## config.mk

```make
export PLATFORM = sky130hd
export DESIGN_NAME = touch_report_decode_filter_flat
export DESIGN_NICKNAME = d
export VERILOG_FILES = /design/src/hdl/tdf_pkg.sv /design/src/hdl/tdf_if.sv /design/src/hdl/tdf_byte_store.sv /design/src/hdl/tdf_touch_filter.sv /design/src/hdl/touch_report_decode_filter.sv /design/src/flat_wrapper.sv
export SDC_FILE = /design/constraint.sdc
export NUM_CORES = 1
export LEC_CHECK = 0
export ABC_CLOCK_PERIOD_IN_PS = 13000
export BUFFER_PORTS_ARGS = -buffer_cell sky130_fd_sc_hd__buf_2
export CAP_MARGIN = 20
export CORE_ASPECT_RATIO = 1.75
export CORE_MARGIN = 2
export CORE_UTILIZATION = 62
export CTS_CLUSTER_DIAMETER = 120
export DETAILED_ROUTE_END_ITERATION = 12
export GPL_TIMING_DRIVEN = 0
export PLACE_DENSITY = 0.83
export SLEW_MARGIN = 40
export SYNTH_ARGS = -nofsm -noshare
export SYNTH_HDL_FRONTEND = slang
export SYNTH_SLANG_ARGS = --single-unit
```

## constraint.sdc

```tcl
create_clock -name clock -period 13 [get_ports clock]
set_input_delay 1.95 -clock clock [delete_from_list [all_inputs] [get_ports clock]]
set_output_delay 1.95 -clock clock [all_outputs]
set_load 0.005 [all_outputs]
```

## src/hdl/tdf_pkg.sv

```systemverilog
// Package for the touch report decode filter.
// Holds codes, reset values and the structs; every other file imports it; no dependencies.

package tdf_pkg;

   // report framing
   localparam int unsigned REPORT_BYTES_DEFAULT = 15;
   localparam int unsigned POS_W                = 5;
   localparam logic [POS_W-1:0] POS_SAT         = 5'd31;
   localparam logic [7:0] ACK_VALUE             = 8'hAB;
   localparam logic [3:0] HEADER_VALUE          = 4'h6;

   // byte slots inside a report
   localparam logic [POS_W-1:0] POS_HEADER      = 5'd0;
   localparam logic [POS_W-1:0] POS_X_HIGH      = 5'd1;
   localparam logic [POS_W-1:0] POS_Y_HIGH      = 5'd2;
   localparam logic [POS_W-1:0] POS_LOW_NIBBLES = 5'd3;
   localparam logic [POS_W-1:0] POS_POINT_COUNT = 5'd5;
   localparam logic [POS_W-1:0] POS_ACK         = 5'd6;

   // field widths
   localparam int unsigned COORD_W  = 12;
   localparam int unsigned TIME_W   = 32;
   localparam int unsigned CSR_IDX_W = 2;
   localparam int unsigned CSR_DATA_W = 16;

   // register reset values
   localparam logic [15:0] DEBOUNCE_RESET     = 16'd120;
   localparam logic [15:0] REPEAT_RESET       = 16'd600;
   localparam logic [7:0]  NEAR_RESET         = 8'd8;
   localparam logic [COORD_W-1:0] SCREEN_RESET = 12'd465;

   // register index map
   typedef enum logic [CSR_IDX_W-1:0] {
      CSR_DEBOUNCE     = 2'd0,
      CSR_REPEAT       = 2'd1,
      CSR_NEAR         = 2'd2,
      CSR_SCREEN_LIMIT = 2'd3
   } csr_index_type;

   // result status codes
   typedef enum logic [2:0] {
      ST_ACCEPT     = 3'd0,
      ST_BAD_LENGTH = 3'd1,
      ST_NO_ACK     = 3'd2,
      ST_NO_POINT   = 3'd3,
      ST_BAD_HEADER = 3'd4,
      ST_DEBOUNCED  = 3'd5,
      ST_REPEAT     = 3'd6
   } status_type;

   typedef struct packed {
      logic [15:0]        debounce_ms;
      logic [15:0]        repeat_ms;
      logic [7:0]         near_radius;
      logic [COORD_W-1:0] screen_limit;
   } cfg_type;

   // report bytes as seen at the current word, current byte merged in
   typedef struct packed {
      logic [POS_W-1:0] position;
      logic [3:0]       header_nibble;
      logic [7:0]       x_high_byte;
      logic [7:0]       y_high_byte;
      logic [7:0]       low_nibbles_byte;
      logic [7:0]       point_count_byte;
      logic [7:0]       ack_byte;
   } view_type;

   typedef struct packed {
      status_type         status;
      logic [COORD_W-1:0] raw_x;
      logic [COORD_W-1:0] raw_y;
      logic [COORD_W-1:0] screen_x;
      logic [COORD_W-1:0] screen_y;
   } result_type;

endpackage

```

## src/hdl/tdf_if.sv

```systemverilog
// Handshake channels of the touch report decode filter: report bytes in, results out.
// Depends on tdf_pkg for field widths.

interface tdf_req_if import tdf_pkg::*; ();
   logic              valid;
   logic              ready;
   logic [7:0]        rx_byte;
   logic              end_of_report;
   logic [TIME_W-1:0] now_ms;

   modport source (output valid, rx_byte, end_of_report, now_ms, input ready);
   modport sink   (input valid, rx_byte, end_of_report, now_ms, output ready);
endinterface

interface tdf_rsp_if import tdf_pkg::*; ();
   logic               valid;
   logic               ready;
   logic [2:0]         status;
   logic [COORD_W-1:0] raw_x;
   logic [COORD_W-1:0] raw_y;
   logic [COORD_W-1:0] screen_x;
   logic [COORD_W-1:0] screen_y;

   modport source (output valid, status, raw_x, raw_y, screen_x, screen_y, input ready);
   modport sink   (input valid, status, raw_x, raw_y, screen_x, screen_y, output ready);
endinterface

```

## src/hdl/tdf_byte_store.sv

```systemverilog
// Byte position counter and report byte store of the touch report decode filter.
// Depends on tdf_pkg; the view it gives already includes the byte being stepped.

module tdf_byte_store import tdf_pkg::*; (
   input  logic       clock,
   input  logic       reset,
   input  logic       step,
   input  logic [7:0] rx_byte,
   input  logic       end_of_report,
   output view_type   view
);

   logic [POS_W-1:0] pos_ff, pos_in;
   logic [3:0]       header_ff;
   logic [7:0]       x_high_ff, y_high_ff, low_ff, count_ff, ack_ff;

   // merge current byte over the stored slot it lands in
   always_comb begin
      view.position         = pos_ff;
      view.header_nibble    = (pos_ff == POS_HEADER)      ? rx_byte[3:0] : header_ff;
      view.x_high_byte      = (pos_ff == POS_X_HIGH)      ? rx_byte      : x_high_ff;
      view.y_high_byte      = (pos_ff == POS_Y_HIGH)      ? rx_byte      : y_high_ff;
      view.low_nibbles_byte = (pos_ff == POS_LOW_NIBBLES) ? rx_byte      : low_ff;
      view.point_count_byte = (pos_ff == POS_POINT_COUNT) ? rx_byte      : count_ff;
      view.ack_byte         = (pos_ff == POS_ACK)         ? rx_byte      : ack_ff;
   end

   // next position: back to zero after the end byte, else saturating count
   always_comb begin
      if (end_of_report) begin
         pos_in = '0;
      end else if (pos_ff == POS_SAT) begin
         pos_in = pos_ff;
      end else begin
         pos_in = pos_ff + POS_W'(1);
      end
   end

   always_ff @(posedge clock) begin
      if (reset) begin
         pos_ff <= '0;
      end else if (step) begin
         pos_ff <= pos_in;
      end
   end

   // slot store; every slot is rewritten before a well-formed report reads it
   always_ff @(posedge clock) begin
      if (step) begin
         header_ff <= view.header_nibble;
         x_high_ff <= view.x_high_byte;
         y_high_ff <= view.y_high_byte;
         low_ff    <= view.low_nibbles_byte;
         count_ff  <= view.point_count_byte;
         ack_ff    <= view.ack_byte;
      end
   end

endmodule

```

## src/hdl/tdf_touch_filter.sv

```systemverilog
// Report checks, coordinate build, clamp and mirror, debounce and repeat windows.
// Depends on tdf_pkg; holds the last accepted point and time.

module tdf_touch_filter import tdf_pkg::*; #(
   parameter int unsigned REPORT_BYTES = REPORT_BYTES_DEFAULT
) (
   input  logic              clock,
   input  logic              reset,
   input  logic              step,
   input  view_type          view,
   input  logic [TIME_W-1:0] now_ms,
   input  cfg_type           cfg,
   output result_type        result
);

   localparam logic [POS_W-1:0] LAST_POS = POS_W'(REPORT_BYTES - 1);

   logic [TIME_W-1:0]  last_time_ff;
   logic [COORD_W-1:0] last_x_ff, last_y_ff;

   logic [COORD_W-1:0] rx, ry, sx, sy, dist_x, dist_y;
   logic [TIME_W-1:0]  dt;
   logic               near, in_debounce, in_repeat;

   // coordinates and mirrored screen position
   always_comb begin
      rx = {view.x_high_byte, view.low_nibbles_byte[7:4]};
      ry = {view.y_high_byte, view.low_nibbles_byte[3:0]};
      sx = cfg.screen_limit - ((rx < cfg.screen_limit) ? rx : cfg.screen_limit);
      sy = cfg.screen_limit - ((ry < cfg.screen_limit) ? ry : cfg.screen_limit);
      dist_x = (sx >= last_x_ff) ? (sx - last_x_ff) : (last_x_ff - sx);
      dist_y = (sy >= last_y_ff) ? (sy - last_y_ff) : (last_y_ff - sy);
      near = (dist_x <= COORD_W'(cfg.near_radius)) && (dist_y <= COORD_W'(cfg.near_radius));
      dt = now_ms - last_time_ff;
      in_debounce = dt < TIME_W'(cfg.debounce_ms);
      in_repeat   = dt < TIME_W'(cfg.repeat_ms);
   end

   // checks in priority order; reports failing a framing check carry zero coordinates
   always_comb begin
      result = '{status: ST_ACCEPT, raw_x: '0, raw_y: '0, screen_x: '0, screen_y: '0};
      if (view.position != LAST_POS) begin
         result.status = ST_BAD_LENGTH;
      end else if (view.ack_byte != ACK_VALUE) begin
         result.status = ST_NO_ACK;
      end else if (view.point_count_byte[6:0] == 7'd0) begin
         result.status = ST_NO_POINT;
      end else if (view.header_nibble != HEADER_VALUE) begin
         result.status = ST_BAD_HEADER;
      end else begin
         result.raw_x    = rx;
         result.raw_y    = ry;
         result.screen_x = sx;
         result.screen_y = sy;
         if (in_debounce) begin
            result.status = ST_DEBOUNCED;
         end else if (near && in_repeat) begin
            result.status = ST_REPEAT;
         end
      end
   end

   // last accepted touch
   always_ff @(posedge clock) begin
      if (reset) begin
         last_time_ff <= '0;
         last_x_ff    <= '0;
         last_y_ff    <= '0;
      end else if (step && (result.status == ST_ACCEPT)) begin
         last_time_ff <= now_ms;
         last_x_ff    <= sx;
         last_y_ff    <= sy;
      end
   end

endmodule

```

## src/hdl/touch_report_decode_filter.sv

```systemverilog
// Top level of the touch report decode filter: input register, config registers,
// result register. Depends on tdf_pkg, tdf_if, tdf_byte_store and tdf_touch_filter.
//
//   channel  direction  handshake            word
//   req      in         valid/ready          rx_byte, end_of_report, now_ms
//   rsp      out        valid/ready          status, raw_x, raw_y, screen_x, screen_y
//   csr      in         csr_we, no response  csr_index, csr_wdata
//
// One word is taken per cycle unless an end word is stalled; a result enters the result register
// as its end word leaves the input register; an accepted report also updates the last point and time.
// Reset is synchronous and clears the byte position, the last point and time and the
// registers to their defaults. A waiting result stalls input only when the word in the
// input register is an end word; other words keep flowing.

module touch_report_decode_filter import tdf_pkg::*; #(
   parameter int unsigned REPORT_BYTES = REPORT_BYTES_DEFAULT
) (
   input  logic                  clock,
   input  logic                  reset,
   tdf_req_if.sink               req,
   tdf_rsp_if.source             rsp,
   input  logic                  csr_we,
   input  logic [CSR_IDX_W-1:0]  csr_index,
   input  logic [CSR_DATA_W-1:0] csr_wdata
);

   cfg_type           cfg_ff;
   logic              s1_vld_ff, s1_last_ff;
   logic [7:0]        s1_byte_ff;
   logic [TIME_W-1:0] s1_now_ff;
   logic              rsp_vld_ff;
   result_type        rsp_ff;
   logic              advance;
   view_type          view;
   result_type        result;

   // configuration writes
   always_ff @(posedge clock) begin
      if (reset) begin
         cfg_ff <= '{debounce_ms: DEBOUNCE_RESET, repeat_ms: REPEAT_RESET,
                     near_radius: NEAR_RESET, screen_limit: SCREEN_RESET};
      end else if (csr_we) begin
         case (csr_index)
            CSR_DEBOUNCE:     cfg_ff.debounce_ms  <= csr_wdata;
            CSR_REPEAT:       cfg_ff.repeat_ms    <= csr_wdata;
            CSR_NEAR:         cfg_ff.near_radius  <= csr_wdata[7:0];
            CSR_SCREEN_LIMIT: cfg_ff.screen_limit <= csr_wdata[COORD_W-1:0];
            default:          cfg_ff <= cfg_ff;
         endcase
      end
   end

   // word moves on unless it is an end word and the result register is held
   assign advance   = s1_vld_ff && (!s1_last_ff || !rsp_vld_ff || rsp.ready);
   assign req.ready = !s1_vld_ff || advance;

   // input register
   always_ff @(posedge clock) begin
      if (reset) begin
         s1_vld_ff <= 1'b0;
      end else if (req.valid && req.ready) begin
         s1_vld_ff <= 1'b1;
      end else if (advance) begin
         s1_vld_ff <= 1'b0;
      end
   end

   always_ff @(posedge clock) begin
      if (req.valid && req.ready) begin
         s1_byte_ff <= req.rx_byte;
         s1_last_ff <= req.end_of_report;
         s1_now_ff  <= req.now_ms;
      end
   end

   tdf_byte_store u_store (
      .clock         (clock),
      .reset         (reset),
      .step          (advance),
      .rx_byte       (s1_byte_ff),
      .end_of_report (s1_last_ff),
      .view          (view)
   );

   tdf_touch_filter #(
      .REPORT_BYTES (REPORT_BYTES)
   ) u_filter (
      .clock  (clock),
      .reset  (reset),
      .step   (advance && s1_last_ff),
      .view   (view),
      .now_ms (s1_now_ff),
      .cfg    (cfg_ff),
      .result (result)
   );

   // result register
   always_ff @(posedge clock) begin
      if (reset) begin
         rsp_vld_ff <= 1'b0;
      end else if (advance && s1_last_ff) begin
         rsp_vld_ff <= 1'b1;
      end else if (rsp.ready) begin
         rsp_vld_ff <= 1'b0;
      end
   end

   always_ff @(posedge clock) begin
      if (advance && s1_last_ff) begin
         rsp_ff <= result;
      end
   end

   assign rsp.valid    = rsp_vld_ff;
   assign rsp.status   = rsp_ff.status;
   assign rsp.raw_x    = rsp_ff.raw_x;
   assign rsp.raw_y    = rsp_ff.raw_y;
   assign rsp.screen_x = rsp_ff.screen_x;
   assign rsp.screen_y = rsp_ff.screen_y;

   // a new result only ever follows an end word in the input register
   a_result_from_end_word: assert property (@(posedge clock) disable iff (reset)
      $rose(rsp_vld_ff) |-> $past(s1_vld_ff && s1_last_ff))
      else $error("result without an end word");

   // a held result must block an end word from overwriting it
   a_end_word_blocked: assert property (@(posedge clock) disable iff (reset)
      (s1_vld_ff && s1_last_ff && rsp_vld_ff && !rsp.ready) |-> !req.ready)
      else $error("end word not stalled behind held result");

   // reports failing a framing check carry no coordinates
   a_reject_zero: assert property (@(posedge clock) disable iff (reset)
      (rsp_vld_ff && (rsp_ff.status == ST_BAD_LENGTH || rsp_ff.status == ST_NO_ACK ||
                      rsp_ff.status == ST_NO_POINT || rsp_ff.status == ST_BAD_HEADER))
      |-> (rsp_ff.raw_x == '0 && rsp_ff.raw_y == '0 &&
           rsp_ff.screen_x == '0 && rsp_ff.screen_y == '0))
      else $error("rejected report with coordinates");

endmodule
```

## src/flat_wrapper.sv

```systemverilog
// flat-port wrapper written by rule: the top's interface ports become plain ports
module touch_report_decode_filter_flat import tdf_pkg::*;
#(
   parameter int unsigned REPORT_BYTES = REPORT_BYTES_DEFAULT
)
  (clock, reset, csr_we, csr_index, csr_wdata, req_valid, req_rx_byte, req_end_of_report, req_now_ms, req_ready, rsp_valid, rsp_status, rsp_raw_x, rsp_raw_y, rsp_screen_x, rsp_screen_y, rsp_ready);
  tdf_req_if req_i ();
  tdf_rsp_if rsp_i ();
  input  logic clock;
  input  logic reset;
  input  logic csr_we;
  input  logic [CSR_IDX_W-1:0] csr_index;
  input  logic [CSR_DATA_W-1:0] csr_wdata;
  input wire logic [$bits(req_i.valid)-1:0] req_valid;
  input wire logic [$bits(req_i.rx_byte)-1:0] req_rx_byte;
  input wire logic [$bits(req_i.end_of_report)-1:0] req_end_of_report;
  input wire logic [$bits(req_i.now_ms)-1:0] req_now_ms;
  output wire logic [$bits(req_i.ready)-1:0] req_ready;
  output wire logic [$bits(rsp_i.valid)-1:0] rsp_valid;
  output wire logic [$bits(rsp_i.status)-1:0] rsp_status;
  output wire logic [$bits(rsp_i.raw_x)-1:0] rsp_raw_x;
  output wire logic [$bits(rsp_i.raw_y)-1:0] rsp_raw_y;
  output wire logic [$bits(rsp_i.screen_x)-1:0] rsp_screen_x;
  output wire logic [$bits(rsp_i.screen_y)-1:0] rsp_screen_y;
  input wire logic [$bits(rsp_i.ready)-1:0] rsp_ready;
  assign req_i.valid = req_valid;
  assign req_i.rx_byte = req_rx_byte;
  assign req_i.end_of_report = req_end_of_report;
  assign req_i.now_ms = req_now_ms;
  assign req_ready = req_i.ready;
  assign rsp_valid = rsp_i.valid;
  assign rsp_status = rsp_i.status;
  assign rsp_raw_x = rsp_i.raw_x;
  assign rsp_raw_y = rsp_i.raw_y;
  assign rsp_screen_x = rsp_i.screen_x;
  assign rsp_screen_y = rsp_i.screen_y;
  assign rsp_i.ready = rsp_ready;
  touch_report_decode_filter #(.REPORT_BYTES(REPORT_BYTES)) u_core (.clock(clock), .reset(reset), .req(req_i), .rsp(rsp_i), .csr_we(csr_we), .csr_index(csr_index), .csr_wdata(csr_wdata));
endmodule
```

---- Word-level counts from Yosys, hierarchy flattened ----
Cells that the tools add are included.
word-level totals
  register bits after elaboration ......... 250
  input bits .............................. 64
  output and inout port bits .............. 53
  logic and storage cells ................. 99
operators by class
  $add $sub $neg .......................... 8
  order comparisons ....................... 8
  equal/unequal tests ..................... 13
  mux-type cells .......................... 22
  reduce and logical (&&, ||, !) cells .... 24
operator list
  cell                 count
  $sub 12x12->12       6
  $lt 32x16->1         2
  $mux 12              4
  $mux 8               4
  $sub 32x32->32       1
  $ge 12x12->1         2
  $le 12x8->1          2
  $lt 12x12->1         2
  $mux 3               6
  $eq 5x2->1 const B   2
  $eq 5x3->1 const B   2
  $mux 5               2
  $reduce_and 2->1     5
  $ne 8x8->1 const B   1
  $logic_not 7->1      1
  $mux 7               1
  $logic_and 1x1->1    6
  $add 5x1->5 const B  1
  $eq 5x1->1 const B   1
  $eq 5x5->1 const B   1
  $logic_not 5->1      1
  $ne 5x4->1 const B   1
  $eq 2x2->1 const B   2
  $mux 1               4
  10 further kinds     15

---- Logic depth before layout (Yosys ltp) ----
  word-level depth ........................ 18
  mapped depth ............................ 50
  mapped depth without buffers ............ 46

---- Cells and area by module ----
A second synthesis with hierarchy kept.
unflattened totals
  cell total of the unflattened synthesis .. 1767
  area total of the unflattened synthesis .. 17006.3 um^2
by module, submodules not included
  module                      instances  cells an instance  area an instance (um^2)  sequential area each (um^2)
  tdf_touch_filter            1          1326               9741.8                   1121.1
  touch_report_decode_filter  1          306                4983.5                   3843.7
  tdf_byte_store              1          135                2280.9                   1421.4

---- Least setup slack after synthesis ----
Ideal clock, no wire load.
  kind .................................... reg2reg
  start ................................... reg u_core.u_store.pos_ff[4]
  end ..................................... reg u_core.u_filter.last_x_ff[8]
  setup time .............................. 123 ps
  data arrival time ....................... 8890 ps
  required time ........................... 12877 ps
  setup slack ............................. 3987 ps
  cell stages (with the launch flop) ...... 47
  buffers on the path ..................... 6
  clock period less this slack ............ 9013 ps
  path through ............................ dfxtp_1 > buf_4 > nor4b_2 > mux2_2 > ha_1 > a21o_1 > a21o_1 > a21o_1 > a21oi_1 > o21ai_0 > nand2_1 > nand2_1 > buf_1 > nor2_1 > a21oi_1 > ha_1 > fa_1 > nor2b_1 > [... 11 more ...] > nand3b_1 > buf_2 > buf_1 > o211ai_1 > a21oi_1 > xnor2_1 > ha_1 > a21oi_1 > o21ai_0 > o22ai_1 > o21ai_0 > a211oi_1 > nand4_1 > o41ai_1 > a311oi_2 > buf_6 > buf_12 > mux2_1
RTL lines
  what                    RTL line                text
  start, declared         tdf_byte_store.sv:13    logic [POS_W-1:0] pos_ff, pos_in;
  start signal, assigned  tdf_byte_store.sv:43    pos_ff <= pos_in;
  end signal, assigned    tdf_touch_filter.sv:67  last_x_ff <= '0;
  end signal, assigned    tdf_touch_filter.sv:71  last_x_ff <= sx;
  end, declared           tdf_touch_filter.sv:19  logic [COORD_W-1:0] last_x_ff, last_y_ff;

==> impl_results.md <==
- Status: finished clean
- Placer Congestion: 0.955
- Crit-path max FO: 10
- Proportion of netlist area held by the largest area contributor: 0.239
- Slew @ Worst Pin: 0.893 ns
- Vias in the first global route: 14.7k
- Via density: 5.99
- Distinct cell type count after synthesis: 84
- Fin Clk Skew: 0.0194 ns
- Setup repair bufs after CTS: 0
- Detailed Place HPWL: 35.7 mm
- Final Cycle Share: 0.847
- Synth Area in Simple Gates: 0.171
- Avg Inst Size Synth: 9.24 um^2
- CP arrival: 11.45 ns
- Hold Path Class: reg -> reg
- Die X-Extent: 129 um
- 1st-pass router iterations: 7
- Clock Path Buffers: 3
- TritonCTS buffer count: 25
- Critical path class: reg -> reg
- Synthesized Nets: 2081
- Main combinational cell family by area after synthesis: simple AND/OR/NAND/NOR gates
- Drt total wl: 45.8 mm
- Worst Setup End Kind: register
- Root Buffer: clkbuf_16
- Clk Latency, worst-skew pair: 0.57 ns
- F_max: 0.0909 GHz
- Rows: 80
- Layout cells sized above 1: 0.138
- Cell accounting for the most synthesized area: edfxtp_1
- Crit path time final: 11.01 ns
- Clk slew on worst S/H paths: 0.06 ns
- Critical Path RT: 13.45 ns
- Top-level I/O count: 117
- Setup-failing EPs final: 0
- Post-route ant nets: 0
- Yosys warns: 0
- CTS H-tree depth: 1
- Fin util: 0.703
- Drt first-iter violations: 686
- Post-route DRC: 0
- DR WL/cell: 19.3 um
- Count leader, synth: ha_1
- # clock sinks: 250
- Ranking of synthesized cells by area: edfxtp_1 (24%), dfxtp_1 (14%), ha_1 (13%), a21oi_1 (4.5%), mux2i_1 (3.9%)
- Area growth syn-to-layout: 12.3%
- Initial Utilization: 0.626
- GR Util All Layers: 0.320
- Ys async rst share: 0
- Largest net degree at the start of global routing: 41
- NumNets Final: 2229
- Commonest cells post-synth: ha_1 (172), inv_1 (170), nand2_1 (156)
- Power per cell area: 130 nW/um^2
- Antenna cells: 0
- Adder-Cell Fraction of Synth Area: 0.135
- Register area share after synthesis: 0.374
- Via count: 14.2k
- Fillers: 2062
- Die area: 28800 um^2
- Critical Path Most Common Cell: o21ai_0
- Min Hold Slack: 0.457 ns
- Post-Route Setup TNS: 0 ns
- Total Power: 2.49 mW
- Crit-path slowest cell: nor4b_4
- RSZ-0062 raised after global routing: no
- First-pass GRT wire length: 72.7 mm
- Synthesized cell area: 17000 um^2
- Yosys reg bits: 250
- Initial antenna violation count: 1
- Post-synth EDFFs: 135
- Core Box Area: 27100 um^2
- Hold buffers post-CTS: 0
- Overflow after GRT: 0
- # Max-Cap Violations: 0
- Hold Fails Final Rpt: 0
- Max_slew headroom: 0.405
- Worst VDD drop: 0.000113 V
- CTS tree: done
- Startpoint types: register
- Die Span Y: 223 um
- Mux contribution to synthesized area: 0.0820
- Post-Syn Instances: 1838
- Leakage: 7.65 nW
- Ys flop type: edfxtp_1
- Worst stage delay on the critical path: 0.58 ns
- Post_cts resized: 0
- Synth Area in Compound Gates: 0.150
- Pins Over Slew Limit: 0
- Xor/xnor share of the synthesized area: 0.0284
- Port-buffer cells: 115
[kinds of logic after synthesis]
kind of cell / after synthesis
buffers and inverters: 248
AOI/OAI and AO/OA: 400
xor gates and xnor gates: 55
muxes: 129
and+or+nand+nor: 577
DFF: 250
adders and majority gates: 179
[state kept, by name, indices dropped and copies added (netlist names), 3 cells and up]
signal and flops:
u_core.u_filter.last_time_ff 32, u_core.rsp.raw_x 12, u_core.rsp.screen_y 12, u_core.u_filter.last_x_ff 12
u_core.u_store.count_ff 7, u_core.cfg_ff 52, u_core.rsp.screen_x 12, u_core.rsp.raw_y 12
u_core.u_store.header_ff 4, u_core.u_store.y_high_ff 8, u_core.u_store.pos_ff 5, u_core.u_store.ack_ff 8
u_core.u_filter.last_y_ff 12, u_core.s1_byte_ff 8, u_core.rsp.status 3, u_core.u_store.low_ff 8
u_core.s1_now_ff 32, u_core.u_store.x_high_ff 8
[metal layers]
layer  share of wire  global-route usage  up-vias
met4           0.082               0.238        0
li1                -                   -     6801
met5               0                   0        -
met1            0.35               0.317     6732
met2            0.53               0.592      486
met3           0.040              0.0412      192
[per-stage QoR]
step,setup slack (ns),std cells,cell area (um^2)
finish,1.99,2373,19100
CTS,1.97,2373,19100
global route,1.27,2373,19100
detailed placement,2.18,2328,18200
floorplan,3.99,1838,17000
global placement,2.21,2322,18000
[placed cells by master, fill, tap and decap left out, types with 18 or more instances in the layout]
| master | n |
|---|---|
| o21ai_0 | 65 |
| nand3_1 | 18 |
| buf_2 | 138 |
| xor2_1 | 25 |
| nand2_1 | 156 |
| ha_1 | 172 |
| a21o_1 | 25 |
| nand2b_1 | 84 |
| inv_1 | 169 |
| nor2_1 | 155 |
| clkbuf_1 | 47 |
| o21a_1 | 18 |
| a21oi_1 | 153 |
| dfxtp_1 | 115 |
| nor2b_1 | 34 |
| nor3_1 | 26 |
| xnor2_1 | 30 |
| clkbuf_16 | 27 |
| mux2i_1 | 66 |
| edfxtp_1 | 135 |
| nand4_1 | 31 |
| mux2_2 | 53 |
[where the power goes]
part	switching, mW	total [mW]	internal [mW]
clock network	0.319	0.777	0.458
registers	0.0152	0.871	0.856
logic	0.519	0.841	0.322
total	0.853	2.49	1.64
[worst paths after layout]
path                                              start                                         to  slack [ns]  depth (start not counted)
hold reg to reg          u_core.cfg_ff[19]$_SDFFE_PP0P_             u_core.cfg_ff[19]$_SDFFE_PP0P_        0.46                          2
setup / recovery  u_core.u_store.pos_ff[0]$_SDFFE_PP0P_  u_core.u_filter.last_x_ff[8]$_SDFFE_PP0P_        1.99                         47
setup reg to reg  u_core.u_store.pos_ff[0]$_SDFFE_PP0P_  u_core.u_filter.last_x_ff[8]$_SDFFE_PP0P_        1.99                         47
hold / removal           u_core.cfg_ff[19]$_SDFFE_PP0P_             u_core.cfg_ff[19]$_SDFFE_PP0P_        0.46                          2
[worst max-delay path, delay by kind of cell (launching register included)]
kind	cells	cell delay (ns)
AO/OA/AOI/OAI	23	4.42
XOR/XNOR	1	0.22
adder cells (fa/ha/maj)	6	1.89
buffers and inverters	6	1.49
flip-flops	1	0.43
multiplexers	2	0.80
AND/OR/NAND/NOR	9	1.60
[area by class of cell]
type	instances	area, um^2	share of cell area
Inverter	170	641	0.0336
Clock inverter	11	158	0.00826
Buffer	78	380	0.0199
Tap cell	369	462	0.0242
Sequential cell	250	6360	0.333
Multi-Input combinational cell	1340	9670	0.507
Timing Repair Buffer	121	683	0.0358
Clock buffer	34	732	0.0384
No activity file was read; power rests on OpenSTA's default activity.
